## src/rtl/ocao_pkg.sv

```systemverilog
// ocao_pkg: shared types, widths, constants and helper functions
// for the orbit camera angle and offset step block
// no dependencies
package ocao_pkg;

   localparam int DT_W       = 16;
   localparam int STICK_W    = 16;
   localparam int RATE_W     = 15;
   localparam int RADIUS_W   = 16;
   localparam int PITCH_W    = 14;
   localparam int ANG_W      = 15;
   localparam int VEC_W      = 16;
   localparam int OFF_W      = 17;

   localparam int CSR_IDX_W  = 3;
   localparam int CSR_DATA_W = 16;

   localparam int MUL_A_W    = 34;
   localparam int MUL_B_W    = 17;
   localparam int MUL_P_W    = MUL_A_W + MUL_B_W;
   localparam int RATE_P_W   = STICK_W + RATE_W;
   localparam int MOVE_P_W   = RATE_P_W + DT_W;
   localparam int MOVE_SHIFT = 30;
   localparam int DELTA_W    = MOVE_P_W + 1 - MOVE_SHIFT;
   localparam int WRAP_W     = DELTA_W + 1;

   localparam int CORDIC_W   = 34;
   localparam int CZ_W       = 20;

   localparam int YAW_LIMIT  = 12868;
   localparam int YAW_PERIOD = 25736;
   localparam int UNIT_Q14   = 16384;
   localparam int OFFSET_MAX = 65535;

   localparam logic signed [CZ_W-1:0]     QUARTER_TURN = 20'sd102944;
   localparam logic signed [CZ_W-1:0]     HALF_TURN    = 20'sd205888;
   localparam logic signed [CORDIC_W-1:0] CORDIC_START = 34'sd652032874;

   localparam logic [CSR_IDX_W-1:0] CSR_YAW_RATE      = 3'd0;
   localparam logic [CSR_IDX_W-1:0] CSR_PITCH_RATE    = 3'd1;
   localparam logic [CSR_IDX_W-1:0] CSR_PITCH_FLOOR   = 3'd2;
   localparam logic [CSR_IDX_W-1:0] CSR_PITCH_CEILING = 3'd3;
   localparam logic [CSR_IDX_W-1:0] CSR_ORBIT_RADIUS  = 3'd4;

   typedef enum logic [3:0] {
      ST_IDLE,
      ST_MUL_YR,
      ST_MUL_YT,
      ST_MUL_PR,
      ST_MUL_PT,
      ST_PITCH,
      ST_WRAP,
      ST_TRIG_YAW,
      ST_TRIG_PITCH,
      ST_MUL_RC,
      ST_MUL_RS,
      ST_MUL_XS,
      ST_MUL_ZC,
      ST_OFF_Z,
      ST_DONE
   } state_type;

   typedef struct packed {
      logic start;
      logic step;
   } cordic_ctl_type;

   function automatic logic signed [CZ_W-1:0] atan_lookup(input logic [3:0] idx);
      logic signed [CZ_W-1:0] v;
      unique case (idx)
         4'd0:  v = 20'sd51472;
         4'd1:  v = 20'sd30386;
         4'd2:  v = 20'sd16055;
         4'd3:  v = 20'sd8150;
         4'd4:  v = 20'sd4091;
         4'd5:  v = 20'sd2047;
         4'd6:  v = 20'sd1024;
         4'd7:  v = 20'sd512;
         4'd8:  v = 20'sd256;
         4'd9:  v = 20'sd128;
         4'd10: v = 20'sd64;
         4'd11: v = 20'sd32;
         4'd12: v = 20'sd16;
         4'd13: v = 20'sd8;
         4'd14: v = 20'sd4;
         4'd15: v = 20'sd2;
      endcase
      return v;
   endfunction

   // round at bit 16 and clamp to the unit range
   function automatic logic signed [VEC_W-1:0] trig_round(
      input logic signed [CORDIC_W-1:0] v);
      logic signed [CORDIC_W-1:0] t;
      t = (v + $signed(CORDIC_W'(32768))) >>> 16;
      if (t > UNIT_Q14) begin
         return VEC_W'(UNIT_Q14);
      end else if (t < -UNIT_Q14) begin
         return VEC_W'(-UNIT_Q14);
      end
      return VEC_W'(t);
   endfunction

   function automatic logic signed [OFF_W-1:0] sat_off(input logic signed [MUL_P_W-1:0] v);
      if (v > OFFSET_MAX) begin
         return OFF_W'(OFFSET_MAX);
      end else if (v < -OFFSET_MAX) begin
         return OFF_W'(-OFFSET_MAX);
      end
      return OFF_W'(v);
   endfunction

endpackage

```

## src/rtl/ocao_mul.sv

```systemverilog
// ocao_mul: shared signed multiplier with registered product
// depends on ocao_pkg
module ocao_mul (
   input  logic                                clock,
   input  logic signed [ocao_pkg::MUL_A_W-1:0] mul_a,
   input  logic signed [ocao_pkg::MUL_B_W-1:0] mul_b,
   output logic signed [ocao_pkg::MUL_P_W-1:0] prod_ff
);
   import ocao_pkg::*;

   logic signed [MUL_P_W-1:0] prod_in;

   assign prod_in = MUL_P_W'(mul_a) * MUL_P_W'(mul_b);

   always_ff @(posedge clock) begin
      prod_ff <= prod_in;
   end

endmodule

```

## src/rtl/ocao_cordic.sv

```systemverilog
// ocao_cordic: iterative sine and cosine unit, one rotation step per cycle while step is asserted
// depends on ocao_pkg
module ocao_cordic #(
   parameter int TRIG_ITERATIONS = 14
) (
   input  logic                              clock,
   input  logic                              reset,
   input  ocao_pkg::cordic_ctl_type          ctl,
   input  logic signed [ocao_pkg::ANG_W-1:0] angle,
   output logic                              done,
   output logic signed [ocao_pkg::VEC_W-1:0] sin_q,
   output logic signed [ocao_pkg::VEC_W-1:0] cos_q
);
   import ocao_pkg::*;

   localparam int ITERS = (TRIG_ITERATIONS > 16) ? 16 : TRIG_ITERATIONS;
   localparam int CNT_W = $clog2(ITERS + 1);

   logic signed [CORDIC_W-1:0] x_ff, y_ff, x_in, y_in;
   logic signed [CZ_W-1:0]     z_ff, z_in;
   logic                       flip_ff, flip_in;
   logic [CNT_W-1:0]           cnt_ff, cnt_in;
   logic signed [CZ_W-1:0]     z_scaled;
   logic signed [CORDIC_W-1:0] x_sh, y_sh, x_out, y_out;
   logic signed [CZ_W-1:0]     atan_val;

   assign done     = (cnt_ff == CNT_W'(ITERS));
   assign z_scaled = CZ_W'(angle) <<< 4;
   assign x_sh     = x_ff >>> cnt_ff[3:0];
   assign y_sh     = y_ff >>> cnt_ff[3:0];
   assign atan_val = atan_lookup(cnt_ff[3:0]);

   always_comb begin
      x_in    = x_ff;
      y_in    = y_ff;
      z_in    = z_ff;
      flip_in = flip_ff;
      cnt_in  = cnt_ff;
      if (ctl.start) begin
         x_in    = CORDIC_START;
         y_in    = '0;
         cnt_in  = '0;
         // fold into the right half plane
         if (z_scaled > QUARTER_TURN) begin
            z_in    = z_scaled - HALF_TURN;
            flip_in = 1'b1;
         end else if (z_scaled < -QUARTER_TURN) begin
            z_in    = z_scaled + HALF_TURN;
            flip_in = 1'b1;
         end else begin
            z_in    = z_scaled;
            flip_in = 1'b0;
         end
      end else if (ctl.step && !done) begin
         if (z_ff[CZ_W-1]) begin
            x_in = x_ff + y_sh;
            y_in = y_ff - x_sh;
            z_in = z_ff + atan_val;
         end else begin
            x_in = x_ff - y_sh;
            y_in = y_ff + x_sh;
            z_in = z_ff - atan_val;
         end
         cnt_in = cnt_ff + CNT_W'(1);
      end
   end

   always_ff @(posedge clock) begin
      x_ff    <= x_in;
      y_ff    <= y_in;
      z_ff    <= z_in;
      flip_ff <= flip_in;
   end

   always_ff @(posedge clock) begin
      if (reset) begin
         cnt_ff <= CNT_W'(ITERS);
      end else begin
         cnt_ff <= cnt_in;
      end
   end

   assign x_out = flip_ff ? -x_ff : x_ff;
   assign y_out = flip_ff ? -y_ff : y_ff;
   assign sin_q = trig_round(y_out);
   assign cos_q = trig_round(x_out);

endmodule

```

## src/rtl/orbit_camera_angle_offset_step.sv

```systemverilog
// orbit_camera_angle_offset_step: top level, sequencer and angle/offset datapath
// depends on ocao_pkg, ocao_mul, ocao_cordic
// a new request is taken only in the idle state, once the previous result has gone to the
//   result register; the yaw wrap adds or subtracts a period until the yaw is in range;
//   the shared cordic unit runs yaw then pitch and the single shared multiplier is used
//   for every product
// reset: synchronous, registers to reset values, angles to zero, no result held
module orbit_camera_angle_offset_step #(
   parameter int TRIG_ITERATIONS = 14
) (
   input  logic                                   clock,
   input  logic                                   reset,
   input  logic                                   req_valid,
   output logic                                   req_ready,
   input  logic        [ocao_pkg::DT_W-1:0]       req_time_step,
   input  logic signed [ocao_pkg::STICK_W-1:0]    req_stick_x,
   input  logic signed [ocao_pkg::STICK_W-1:0]    req_stick_y,
   output logic                                   rsp_valid,
   input  logic                                   rsp_ready,
   output logic signed [ocao_pkg::OFF_W-1:0]      rsp_offset_x,
   output logic signed [ocao_pkg::OFF_W-1:0]      rsp_offset_y,
   output logic signed [ocao_pkg::OFF_W-1:0]      rsp_offset_z,
   output logic signed [ocao_pkg::VEC_W-1:0]      rsp_forward_x,
   output logic signed [ocao_pkg::VEC_W-1:0]      rsp_forward_z,
   output logic signed [ocao_pkg::VEC_W-1:0]      rsp_right_x,
   output logic signed [ocao_pkg::VEC_W-1:0]      rsp_right_z,
   output logic signed [ocao_pkg::ANG_W-1:0]      rsp_yaw_now,
   output logic signed [ocao_pkg::PITCH_W-1:0]    rsp_pitch_now,
   input  logic                                   csr_valid,
   output logic                                   csr_ready,
   input  logic        [ocao_pkg::CSR_IDX_W-1:0]  csr_index,
   input  logic        [ocao_pkg::CSR_DATA_W-1:0] csr_data
);
   import ocao_pkg::*;

   state_type state_ff, state_in;

   logic        [RATE_W-1:0]   yaw_rate_ff, pitch_rate_ff;
   logic signed [PITCH_W-1:0]  pitch_floor_ff, pitch_ceiling_ff;
   logic        [RADIUS_W-1:0] orbit_radius_ff;

   logic signed [ANG_W-1:0]    yaw_ff;
   logic signed [PITCH_W-1:0]  pitch_ff, pitch_in;

   logic        [DT_W-1:0]     dt_ff;
   logic        [STICK_W-1:0]  mag_x_ff, mag_y_ff;
   logic                       neg_x_ff, neg_y_ff;
   logic signed [WRAP_W-1:0]   wrap_ff;

   logic signed [VEC_W-1:0]    syaw_ff, cyaw_ff, sp_ff, cp_ff;
   logic signed [MUL_A_W-1:0]  rcp_ff;
   logic signed [OFF_W-1:0]    off_x_ff, off_y_ff, off_z_ff;

   logic                       rsp_valid_ff;
   logic signed [OFF_W-1:0]    rsp_offset_x_ff, rsp_offset_y_ff, rsp_offset_z_ff;
   logic signed [VEC_W-1:0]    rsp_forward_x_ff, rsp_forward_z_ff;
   logic signed [VEC_W-1:0]    rsp_right_x_ff, rsp_right_z_ff;
   logic signed [ANG_W-1:0]    rsp_yaw_now_ff;
   logic signed [PITCH_W-1:0]  rsp_pitch_now_ff;

   logic signed [MUL_A_W-1:0]  mul_a;
   logic signed [MUL_B_W-1:0]  mul_b;
   logic signed [MUL_P_W-1:0]  mul_ff;

   cordic_ctl_type             cordic_ctl;
   logic signed [ANG_W-1:0]    cordic_angle;
   logic                       cordic_done;
   logic signed [VEC_W-1:0]    cordic_sin, cordic_cos;

   logic                       req_xfer, rsp_free, wrap_ok, delta_neg;
   logic        [MOVE_P_W:0]   move_sum;
   logic        [DELTA_W-1:0]  delta_mag;
   logic signed [WRAP_W-1:0]   delta_val, pitch_diff, ceil_ext, floor_ext;
   logic signed [ANG_W-1:0]    yaw_wrapped;
   logic signed [MUL_P_W-1:0]  rnd14, rnd28;

   ocao_mul u_mul (
      .clock   (clock),
      .mul_a   (mul_a),
      .mul_b   (mul_b),
      .prod_ff (mul_ff)
   );

   ocao_cordic #(
      .TRIG_ITERATIONS (TRIG_ITERATIONS)
   ) u_cordic (
      .clock (clock),
      .reset (reset),
      .ctl   (cordic_ctl),
      .angle (cordic_angle),
      .done  (cordic_done),
      .sin_q (cordic_sin),
      .cos_q (cordic_cos)
   );

   assign req_xfer  = req_valid && req_ready;
   assign rsp_free  = !rsp_valid_ff || rsp_ready;
   assign csr_ready = 1'b1;

   // angle change, rounded half away from zero
   assign move_sum  = {1'b0, mul_ff[MOVE_P_W-1:0]} + ((MOVE_P_W+1)'(1) << (MOVE_SHIFT - 1));
   assign delta_mag = move_sum[MOVE_P_W:MOVE_SHIFT];
   assign delta_neg = (state_ff == ST_MUL_PR) ? neg_x_ff : neg_y_ff;
   assign delta_val = delta_neg ? -$signed({1'b0, delta_mag}) : $signed({1'b0, delta_mag});

   assign wrap_ok     = !wrap_ff[WRAP_W-1] && (wrap_ff < YAW_PERIOD);
   assign yaw_wrapped = ANG_W'(wrap_ff - WRAP_W'(YAW_LIMIT));

   assign pitch_diff = WRAP_W'(pitch_ff) - delta_val;
   assign ceil_ext   = WRAP_W'(pitch_ceiling_ff);
   assign floor_ext  = WRAP_W'(pitch_floor_ff);

   // ceiling first, floor wins when the limits cross
   always_comb begin
      pitch_in = PITCH_W'(pitch_diff);
      if (pitch_diff > ceil_ext) begin
         pitch_in = pitch_ceiling_ff;
      end
      if (pitch_diff < floor_ext || (pitch_diff > ceil_ext && ceil_ext < floor_ext)) begin
         pitch_in = pitch_floor_ff;
      end
   end

   assign rnd14 = (mul_ff + $signed(MUL_P_W'(1) << 13)) >>> 14;
   assign rnd28 = (mul_ff + $signed(MUL_P_W'(1) << 27)) >>> 28;

   // next state
   always_comb begin
      state_in = state_ff;
      unique case (state_ff)
         ST_IDLE:       if (req_xfer) state_in = ST_MUL_YR;
         ST_MUL_YR:     state_in = ST_MUL_YT;
         ST_MUL_YT:     state_in = ST_MUL_PR;
         ST_MUL_PR:     state_in = ST_MUL_PT;
         ST_MUL_PT:     state_in = ST_PITCH;
         ST_PITCH:      state_in = ST_WRAP;
         ST_WRAP:       if (wrap_ok) state_in = ST_TRIG_YAW;
         ST_TRIG_YAW:   if (cordic_done) state_in = ST_TRIG_PITCH;
         ST_TRIG_PITCH: if (cordic_done) state_in = ST_MUL_RC;
         ST_MUL_RC:     state_in = ST_MUL_RS;
         ST_MUL_RS:     state_in = ST_MUL_XS;
         ST_MUL_XS:     state_in = ST_MUL_ZC;
         ST_MUL_ZC:     state_in = ST_OFF_Z;
         ST_OFF_Z:      state_in = ST_DONE;
         ST_DONE:       if (rsp_free) state_in = ST_IDLE;
         default:       state_in = ST_IDLE;
      endcase
   end

   // sequencer outputs
   always_comb begin
      req_ready        = 1'b0;
      cordic_ctl.start = 1'b0;
      cordic_ctl.step  = 1'b0;
      cordic_angle     = ANG_W'(pitch_ff);
      mul_a            = '0;
      mul_b            = '0;
      unique case (state_ff)
         ST_IDLE: begin
            req_ready = 1'b1;
         end
         ST_MUL_YR: begin
            mul_a = $signed(MUL_A_W'(mag_x_ff));
            mul_b = $signed(MUL_B_W'(yaw_rate_ff));
         end
         ST_MUL_YT, ST_MUL_PT: begin
            mul_a = $signed(MUL_A_W'(mul_ff[RATE_P_W-1:0]));
            mul_b = $signed(MUL_B_W'(dt_ff));
         end
         ST_MUL_PR: begin
            mul_a = $signed(MUL_A_W'(mag_y_ff));
            mul_b = $signed(MUL_B_W'(pitch_rate_ff));
         end
         ST_WRAP: begin
            cordic_angle     = yaw_wrapped;
            cordic_ctl.start = wrap_ok;
         end
         ST_TRIG_YAW: begin
            cordic_ctl.step  = !cordic_done;
            cordic_ctl.start = cordic_done;
         end
         ST_TRIG_PITCH: begin
            cordic_ctl.step = !cordic_done;
         end
         ST_MUL_RC: begin
            mul_a = $signed(MUL_A_W'(orbit_radius_ff));
            mul_b = MUL_B_W'(cp_ff);
         end
         ST_MUL_RS: begin
            mul_a = $signed(MUL_A_W'(orbit_radius_ff));
            mul_b = MUL_B_W'(sp_ff);
         end
         ST_MUL_XS: begin
            mul_a = rcp_ff;
            mul_b = MUL_B_W'(syaw_ff);
         end
         ST_MUL_ZC: begin
            mul_a = rcp_ff;
            mul_b = MUL_B_W'(cyaw_ff);
         end
         default: begin
            req_ready = 1'b0;
         end
      endcase
   end

   always_ff @(posedge clock) begin
      if (reset) begin
         state_ff <= ST_IDLE;
      end else begin
         state_ff <= state_in;
      end
   end

   // configuration registers
   always_ff @(posedge clock) begin
      if (reset) begin
         yaw_rate_ff      <= RATE_W'(4096);
         pitch_rate_ff    <= RATE_W'(4096);
         pitch_floor_ff   <= PITCH_W'(-5792);
         pitch_ceiling_ff <= PITCH_W'(5792);
         orbit_radius_ff  <= RADIUS_W'(2560);
      end else if (csr_valid && csr_ready) begin
         unique case (csr_index)
            CSR_YAW_RATE:      yaw_rate_ff      <= csr_data[RATE_W-1:0];
            CSR_PITCH_RATE:    pitch_rate_ff    <= csr_data[RATE_W-1:0];
            CSR_PITCH_FLOOR:   pitch_floor_ff   <= $signed(csr_data[PITCH_W-1:0]);
            CSR_PITCH_CEILING: pitch_ceiling_ff <= $signed(csr_data[PITCH_W-1:0]);
            CSR_ORBIT_RADIUS:  orbit_radius_ff  <= csr_data[RADIUS_W-1:0];
            default:           yaw_rate_ff      <= yaw_rate_ff;
         endcase
      end
   end

   // angle state
   always_ff @(posedge clock) begin
      if (reset) begin
         yaw_ff   <= '0;
         pitch_ff <= '0;
      end else begin
         if (state_ff == ST_PITCH) begin
            pitch_ff <= pitch_in;
         end
         if (state_ff == ST_WRAP && wrap_ok) begin
            yaw_ff <= yaw_wrapped;
         end
      end
   end

   // item datapath
   always_ff @(posedge clock) begin
      if (req_xfer) begin
         dt_ff    <= req_time_step;
         neg_x_ff <= req_stick_x[STICK_W-1];
         neg_y_ff <= req_stick_y[STICK_W-1];
         mag_x_ff <= req_stick_x[STICK_W-1] ? STICK_W'(-req_stick_x) : STICK_W'(req_stick_x);
         mag_y_ff <= req_stick_y[STICK_W-1] ? STICK_W'(-req_stick_y) : STICK_W'(req_stick_y);
      end
      if (state_ff == ST_MUL_PR) begin
         wrap_ff <= WRAP_W'(yaw_ff) - delta_val + WRAP_W'(YAW_LIMIT);
      end else if (state_ff == ST_WRAP && !wrap_ok) begin
         if (wrap_ff[WRAP_W-1]) begin
            wrap_ff <= wrap_ff + WRAP_W'(YAW_PERIOD);
         end else begin
            wrap_ff <= wrap_ff - WRAP_W'(YAW_PERIOD);
         end
      end
      if (state_ff == ST_TRIG_YAW && cordic_done) begin
         syaw_ff <= cordic_sin;
         cyaw_ff <= cordic_cos;
      end
      if (state_ff == ST_TRIG_PITCH && cordic_done) begin
         sp_ff <= cordic_sin;
         cp_ff <= cordic_cos;
      end
      if (state_ff == ST_MUL_RS) begin
         rcp_ff <= mul_ff[MUL_A_W-1:0];
      end
      if (state_ff == ST_MUL_XS) begin
         off_y_ff <= sat_off(rnd14);
      end
      if (state_ff == ST_MUL_ZC) begin
         off_x_ff <= sat_off(rnd28);
      end
      if (state_ff == ST_OFF_Z) begin
         off_z_ff <= sat_off(-rnd28);
      end
   end

   // result register
   always_ff @(posedge clock) begin
      if (reset) begin
         rsp_valid_ff <= 1'b0;
      end else if (state_ff == ST_DONE && rsp_free) begin
         rsp_valid_ff <= 1'b1;
      end else if (rsp_ready) begin
         rsp_valid_ff <= 1'b0;
      end
   end

   always_ff @(posedge clock) begin
      if (state_ff == ST_DONE && rsp_free) begin
         rsp_offset_x_ff  <= off_x_ff;
         rsp_offset_y_ff  <= off_y_ff;
         rsp_offset_z_ff  <= off_z_ff;
         rsp_forward_x_ff <= -syaw_ff;
         rsp_forward_z_ff <= cyaw_ff;
         rsp_right_x_ff   <= cyaw_ff;
         rsp_right_z_ff   <= syaw_ff;
         rsp_yaw_now_ff   <= yaw_ff;
         rsp_pitch_now_ff <= pitch_ff;
      end
   end

   assign rsp_valid     = rsp_valid_ff;
   assign rsp_offset_x  = rsp_offset_x_ff;
   assign rsp_offset_y  = rsp_offset_y_ff;
   assign rsp_offset_z  = rsp_offset_z_ff;
   assign rsp_forward_x = rsp_forward_x_ff;
   assign rsp_forward_z = rsp_forward_z_ff;
   assign rsp_right_x   = rsp_right_x_ff;
   assign rsp_right_z   = rsp_right_z_ff;
   assign rsp_yaw_now   = rsp_yaw_now_ff;
   assign rsp_pitch_now = rsp_pitch_now_ff;

   a_yaw_range: assert property (@(posedge clock) disable iff (reset)
      (yaw_ff >= -YAW_LIMIT) && (yaw_ff < YAW_LIMIT))
      else $error("yaw outside wrap range");

   a_pitch_clamp: assert property (@(posedge clock) disable iff (reset)
      (state_ff == ST_PITCH) |=> (pitch_ff <= pitch_ceiling_ff || pitch_ff == pitch_floor_ff))
      else $error("pitch not clamped");

   a_rsp_from_done: assert property (@(posedge clock) disable iff (reset)
      $rose(rsp_valid_ff) |-> $past(state_ff == ST_DONE))
      else $error("result raised outside done state");

   a_unit_vec: assert property (@(posedge clock) disable iff (reset)
      rsp_valid_ff |-> (rsp_right_x_ff <= UNIT_Q14 && rsp_right_x_ff >= -UNIT_Q14
                        && rsp_right_z_ff <= UNIT_Q14 && rsp_right_z_ff >= -UNIT_Q14))
      else $error("direction vector out of unit range");

endmodule

```

## config.mk

```make
export PLATFORM = sky130hd
export DESIGN_NAME = orbit_camera_angle_offset_step
export DESIGN_NICKNAME = d
export VERILOG_FILES = /design/src/rtl/ocao_pkg.sv /design/src/rtl/ocao_mul.sv /design/src/rtl/ocao_cordic.sv /design/src/rtl/orbit_camera_angle_offset_step.sv
export SDC_FILE = /design/constraint.sdc
export NUM_CORES = 2
export LEC_CHECK = 0
export ABC_AREA = 1
export BUFFER_PORTS_ARGS = -buffer_cell sky130_fd_sc_hd__buf_2
export CORE_UTILIZATION = 55
export CTS_CLUSTER_SIZE = 8
export DETAILED_ROUTE_END_ITERATION = 8
export PLACE_DENSITY = 0.86
export SYNTH_ARGS = -nofsm -noshare
export SYNTH_HDL_FRONTEND = slang
export SYNTH_SLANG_ARGS = --single-unit
```

## constraint.sdc

```tcl
create_clock -name clock -period 7.7 [get_ports clock]
set_clock_uncertainty 0.15 [all_clocks]
set_input_delay 1.54 -clock clock [delete_from_list [all_inputs] [get_ports clock]]
set_output_delay 1.54 -clock clock [all_outputs]
set_load 0.005 [all_outputs]
```

# Word-level counts from Yosys, hierarchy flattened
# Memories as Yosys holds them, arrays and structs flattened.
# Cells that the tools add are included.
[totals] reg_bits=598 romBits=256 in_bits=72 output_inout_bits=147 wordCells=205 memories=1
[op_classes] add_sub_neg=27 mul=1 order_cmp=16 n_eq_ne=24 shift=2 mux=63 reduce_logical=31
[memory_table] name="(no name shown)" words=16 word_bits=16 rd=1 rd_ports_with_merged_regs=0 write_ports=0 line_no="ocao_pkg.sv:70" source="unique case (idx)"
[ops] op="$pmux W34 S5" count=1
[ops] op="$mux W17" count=9
[ops] op="$mux W34" count=4
[ops] op="$pmux W17 S7" count=1
[ops] op="$mux W20" count=5
[ops] op="$mux W16" count=6
[ops] op="$mux W19" count=4
[ops] op="$add A34 B17 Y34 const B" count=2
[ops] op="$add A34 B34 Y34" count=2
[ops] op="$neg A34 Y34" count=2
[ops] op="$sshr A34 B4 Y34" count=2
[ops] op="$sub A34 B34 Y34" count=2
[ops] op="$pmux W4 S15" count=1
[ops] op="$add A51 B15 Y51 const B" count=1
[ops] op="$add A51 B29 Y51 const B" count=1
[ops] op="$gt A51 B17 Y1 const B" count=1
[ops] op="$lt A51 B17 Y1 const B" count=1
[ops] op="$mul A34 B17 Y51" count=1
[ops] op="$neg A23 Y51" count=1
[ops] op="$add A47 B30 Y48 const B" count=1
[ops] op="$neg A16 Y16" count=3
[ops] op="$mux W15" count=3
[ops] op="$gt A37 B17 Y1 const B" count=1
[ops] op="$lt A37 B17 Y1 const B" count=1
[ops] op="other kinds (43)" count=108

# Longest topological paths before layout
[depth] depth_word=8 mapped_depth=43 mapped_depth_nobuf=42

# Modules after synthesis
# Synthesis repeated with hierarchy kept, for this count alone.
[unflattened] cells_unflattened=8926 area_unflattened_um2=64285.4
[modules_own_cells] module="orbit_camera_angle_offset_step" n_inst=1 cells_per_inst=2797 area_each_um2=24664.9 seq_area_each_um2=12522.0
[modules_own_cells] module="ocao_mul" n_inst=1 cells_per_inst=3106 area_each_um2=22973.3 seq_area_each_um2=1021.0
[modules_own_cells] module="ocao_cordic" n_inst=1 cells_per_inst=3023 area_each_um2=16647.2 seq_area_each_um2=2072.0

# Least setup slack after synthesis
# OpenSTA, ideal clock, no wires.
[synth_path] path_kind="register to register" start="reg state_ff[2]" end="reg u_mul.prod_ff[40] (netlist name)" setup_time_ns=0.113 arrival_time_ns=8.069 required_time_ns=7.437 path_slack_ns=-0.631 stages_incl_launch_ff=36 path_buffers=3 period_less_slack_ns=8.331 cell_sequence="dfxtp_1 buf_2 nor2_1 inv_1 nor2_1 clkbuf_1 a22o_1 nor4_1 inv_1 clkbuf_1 nand2_1 fa_1 inv_1 fa_1 inv_1 fa_1 inv_1 fa_1 fa_1 inv_1 fa_1 inv_1 ha_1 a21oi_1 inv_1 a31oi_1 a21boi_0 o21ai_0 a21oi_1 o21ai_0 nand2_1 nand2_1 nand2_1 nand2_1 nor2_1 nor2_1"
[synth_between] elab_chain_len=4 word_cells_on_any_way=14 classes_between="mul: 1; eq/ne: 8; mux: 2; reduce/logical: 3"
[synth_rtl] element="start: declaration" line_no="orbit_camera_angle_offset_step.sv:36" source="state_type state_ff, state_in;"
[synth_rtl] element="start signal: assignment" line_no="orbit_camera_angle_offset_step.sv:211" source="state_ff <= state_in;"
[synth_rtl] element="$eq A4 B2 Y1, or another cell as far along" line_no="orbit_camera_angle_offset_step.sv:158" source="unique case (state_ff)"
[synth_rtl] element="$reduce_or A2 Y1, on equally long branches"
[synth_rtl] element="$pmux W17 S7 / $pmux W34 S5 (equally long branches)" line_no="orbit_camera_angle_offset_step.sv:158"
[synth_rtl] element="$mul A34 B17 Y51 (*)" line_no="ocao_mul.sv:13" source="assign prod_in = MUL_P_W'(mul_a) * MUL_P_W'(mul_b);"
[synth_rtl] element="via u_mul.prod_in[40]" line_no="ocao_mul.sv:11" source="logic signed [MUL_P_W-1:0] prod_in;"
[synth_rtl] element="end signal: assignment" line_no="ocao_mul.sv:16" source="prod_ff <= prod_in;"
[synth_rtl] element="end: declaration" line_no="ocao_mul.sv:7" source="output logic signed [ocao_pkg::MUL_P_W-1:0] prod_ff"
# The timed path passes the listed nets; every way through them passes the cells marked *.
# A chain may end at the register's enable or synchronous reset.

# Worst setup path in the final report
[layout_path] start="reg state_ff[2]" end="reg u_mul.prod_ff[45] (netlist name)"
# Same word-level chain as after synthesis.

==> summary.txt <==
Power and ir drop
  • Pwr/cell area: roughly 160 nW/um^2
  • Peak VDD IR: roughly 0.29 mV
  • Static leakage: between 30 and 40 nW

Detailed routing
  • Vias: 58.7k
  • Post-DR wirelength/cell: 20.3 um
  • WL final: around 210,000 um
  • DRC: 0
  • Post-DRT Antenna Nets: 0
  • First drt pass iteration count: 9
  • Vias/cell: 5.77
  • Drt first-iter violations: 6,848

Critical path
  • Cell family with the largest share of critical-path delay: adder cells
  • Worst-path maximum fanout: 11
  • Crit path required time: about 8100 ps
  • WP data arrival: about 8000 ps
  • Critical path startpoint: state_ff[2]
  • WP buf/inv: 11
  • Worst path most repeated cell: fa_1
  • Worst setup SP type: register
  • FF-to-FF Start: state_ff[2]
  • Setup crit end kind: register
  • Critical-path top delay cell: fa_1
  • Worst-case reg-to-reg path depth: 31
  • Worst r2r dst: u_mul.prod_ff[45]
  • Kind of critical path: reg -> reg
  • Slowest stage delay, CP: 600 ps
  • Setup slack, reg-to-reg: about 190 ps

Synthesis
  • Simple-Gate Fraction of Synth Area: a little under a quarter
  • Flops & latches, synth: around 600
  • Mapped cell area: roughly 60,000 um^2
  • Post-synthesis cell type count: 69
  • EDFF count, synth: roughly 370
  • Synth Flop Type: edfxtp_1
  • Syn Nets: 9,132
  • Yosys warns: 0
  • Synth Area per Inst: between 7 and 8 um^2
  • Seq/Total Area, Yosys: 25.3%
  • Synth area leader: fa_1
  • Asr flop ratio synth: 0%
  • Post-synthesis adder-cell area fraction: 24.9%
  • XOR/XNOR share of the synthesized area: 4.86%
  • Post-synthesis cell count: around 8k
  • Compound-cell area share of the yosys netlist: between 10% and 20%
  • Main combinational cell family by area after synthesis: adder cells
  • Post-synthesis mux area share: less than 1%
  • Top cell type's share of synthesized area: ~18%
  • Ranking of synthesized cells by area: fa_1 (18%), edfxtp_1 (18%), nand2_1 (11%)

Worst hold path
  • Hold path depth: 0
  • Worst Hold Path EP: rsp_offset_y[12]
  • Hold crit path type: reg -> reg
  • Min-Delay Startpoint: off_y_ff[12]

Clock tree
  • Worst skew pair latency: approximately 700 ps
  • # hold bufs at CTS: 0
  • CTS buffer count: just under 90
  • H-Tree Depth: 3
  • Clk sinks: a little under 600
  • Longest Clk Path Bufs: 3
  • CTS tree: yes
  • Root buf cell: clkbuf_16
  • Clock slew at reported path FFs: ~50 ps

Die
  • Total die area: between 100,000 and 150,000 um^2
  • Die W: between 300 and 400 um
  • Die Height: ~340 um
  • Io pins: between 200 and 250
  • Total core area: about 110,000 um^2
  • Starting Density: between 50% and 60%
  • # rows: roughly 120

Global route
  • Total GRT Usage: approximately 36%
  • Initial antenna violation count: 8
  • Largest net degree at the start of global routing: around 130
  • Total global routing overflow: 0
  • Vias in the first global route: between 50k and 60k
  • First-pass GRT wire length: ~310,000 um

STA
  • Sum Neg Setup Slack: 0 ps
  • Final min period: 7510 ps
  • Worst relative slew slack: about a quarter
  • Worst slew pin tran: around 1200 ps
  • Final Hold Vio Count: 0
  • Setup violations, final: 0
  • Max Clk Rate: ~130 MHz
  • Final period utilization: between 90% and 100%
  • Slew Viols, Final: 0

Final layout
  • P&R area growth vs syn: 13.7%
  • FF/Latch Area: 15,600 um^2
  • Share of cells above drive strength 1: ~11%
  • Final-layout fill cell count: between 9k and 10k
  • Area of the multi-input gates: roughly 40,000 um^2
  • Cell area after layout: about 70,000 um^2
  • Layout Nets: roughly 9.6k

Place
  • Port Buf Inserts: roughly 220
  • Dpl cell area: roughly 66,000 um^2
  • DPL Wire Length: approximately 160,000 um
  • Gpl congestion: 1.05

Flow run
  • Max Cap Violations: 0

Run status
  • Status: finished, final reports clean
## power breakdown
part	switching (W)	internal [W]	total (W)	leakage (nW)
sequential	0.0000982	0.00353	0.00363	5.24
clock	0.00154	0.00219	0.00373	1.24
combinational	0.00261	0.00132	0.00393	27.6
total	0.00425	0.00705	0.0113	34.1
## what timing repair did
action                     in CTS  in global routing
setup buffers                   4                 51
pin swaps                       2                 43
resized for setup              26                176
gates cloned                    0                  5
setup endpoints to repair      27                 44
## cell usage in the layout, fill, tap and decap left out, drive strengths merged, types with 44 or more instances in the layout
cell / netlist / routed
a21oi: 440 / 440
nor2: 978 / 978
nand2: 1765 / 1766
ha: 336 / 336
a31oi: 44 / 44
inv: 1395 / 1393
fa: 556 / 556
edfxtp: 366 / 366
dfxtp: 231 / 231
clkbuf: 163 / 145
nand4: 65 / 65
o21ai: 468 / 468
xnor2: 84 / 84
buf: 92 / 602
nand3: 481 / 481
o211ai: 48 / 48
nor3: 90 / 90
xor2: 247 / 247
## through the flow
step           utilization [%]  instances  hold WS (ps)  total power (W)  setup WS [ps]
2_1_floorplan                -       8168           250          0.00628           94.1
3_3_place_gp              59.8       9946           252          0.00722           -386
3_5_place_dp              59.8       9946           255          0.00732           -554
4_1_cts                   62.3      10100           265           0.0110          -2.28
5_1_grt                   63.3      10200           269           0.0118          -57.8
6_report                  63.3      10200           264           0.0113            189
## routing by layer
| layer | vias to the layer above | track usage, % | routed length [um] |
|---|---|---|---|
| met2 | 3433 | 55.4 | 89900 |
| met4 | 12 | 12.9 | 8880 |
| li1 | 26900 | - | - |
| met3 | 622 | 9.11 | 24800 |
| met5 | - | 0.723 | 205 |
| met1 | 27700 | 47.9 | 82500 |
## worst max path at each step
stage | end | slack [ps] | cells past startpoint
global route | u_mul.prod_ff[46] | -60 | 33
detailed placement | u_mul.prod_ff[50] | -550 | 35
finish | u_mul.prod_ff[45] | 190 | 31
floorplan | rsp_forward_x[0] | 90 | 2
global placement | u_mul.prod_ff[50] | -390 | 33
CTS | u_mul.prod_ff[46] | -2 | 34
## sequential cells by signal, summed over array words and instances, names as in the netlist, 17 cells and up
register,cells
rsp_offset_z,17
off_y_ff,17
u_cordic.x_ff,34
u_cordic.y_ff,34
rsp_offset_x,17
rsp_offset_y,17
rcp_ff,34
off_x_ff,17
wrap_ff,19
u_cordic.z_ff,20
off_z_ff,17
u_mul.prod_ff,51
## cell usage after synthesis (20+ instances only)
master,number
nand2_1,1736
inv_1,1378
nor2_1,953
fa_1,556
nand3_1,474
o21ai_0,456
a21oi_1,439
edfxtp_1,366
ha_1,336
xor2_1,240
dfxtp_1,231
clkbuf_1,163
nor3_1,85
xnor2_1,84
nand4_1,63
o211ai_1,48
a31oi_1,44
buf_2,39
nor4_1,34
o22ai_1,31
buf_1,30
nand2_2,23
or2_2,23
a22o_1,22
buf_4,20
clkinv_1,20
## worst reg2reg max path, delay by kind of cell, from the launching register on
kind	cells	cell delay, ps
AO/OA/AOI/OAI	6	980
AND/OR/NAND/NOR	6	740
XOR/XNOR	1	140
adder cells (fa/ha/maj)	7	3440
buffers and inverters	11	1530
flip-flops	1	400
## cell type report
class	instances	share of cell area, %
clock buffers	143	3.55
multi-input cells	5902	57.4
flip-flops and latches	597	22.3
diodes	1	0.00357
inverters	1415	7.65
clock inverters	8	0.141
repair buffers	604	6.28
well taps	1488	2.66
## kinds of logic after synthesis
group	after synthesis
buffers and inverters	1670
and+or+nand+nor	3478
AOI/OAI and AO/OA	1194
xor gates and xnor gates	332
muxes	4
adders and majority gates	892
other	1
DFF	597
Power figures use the tool's default switching activity.
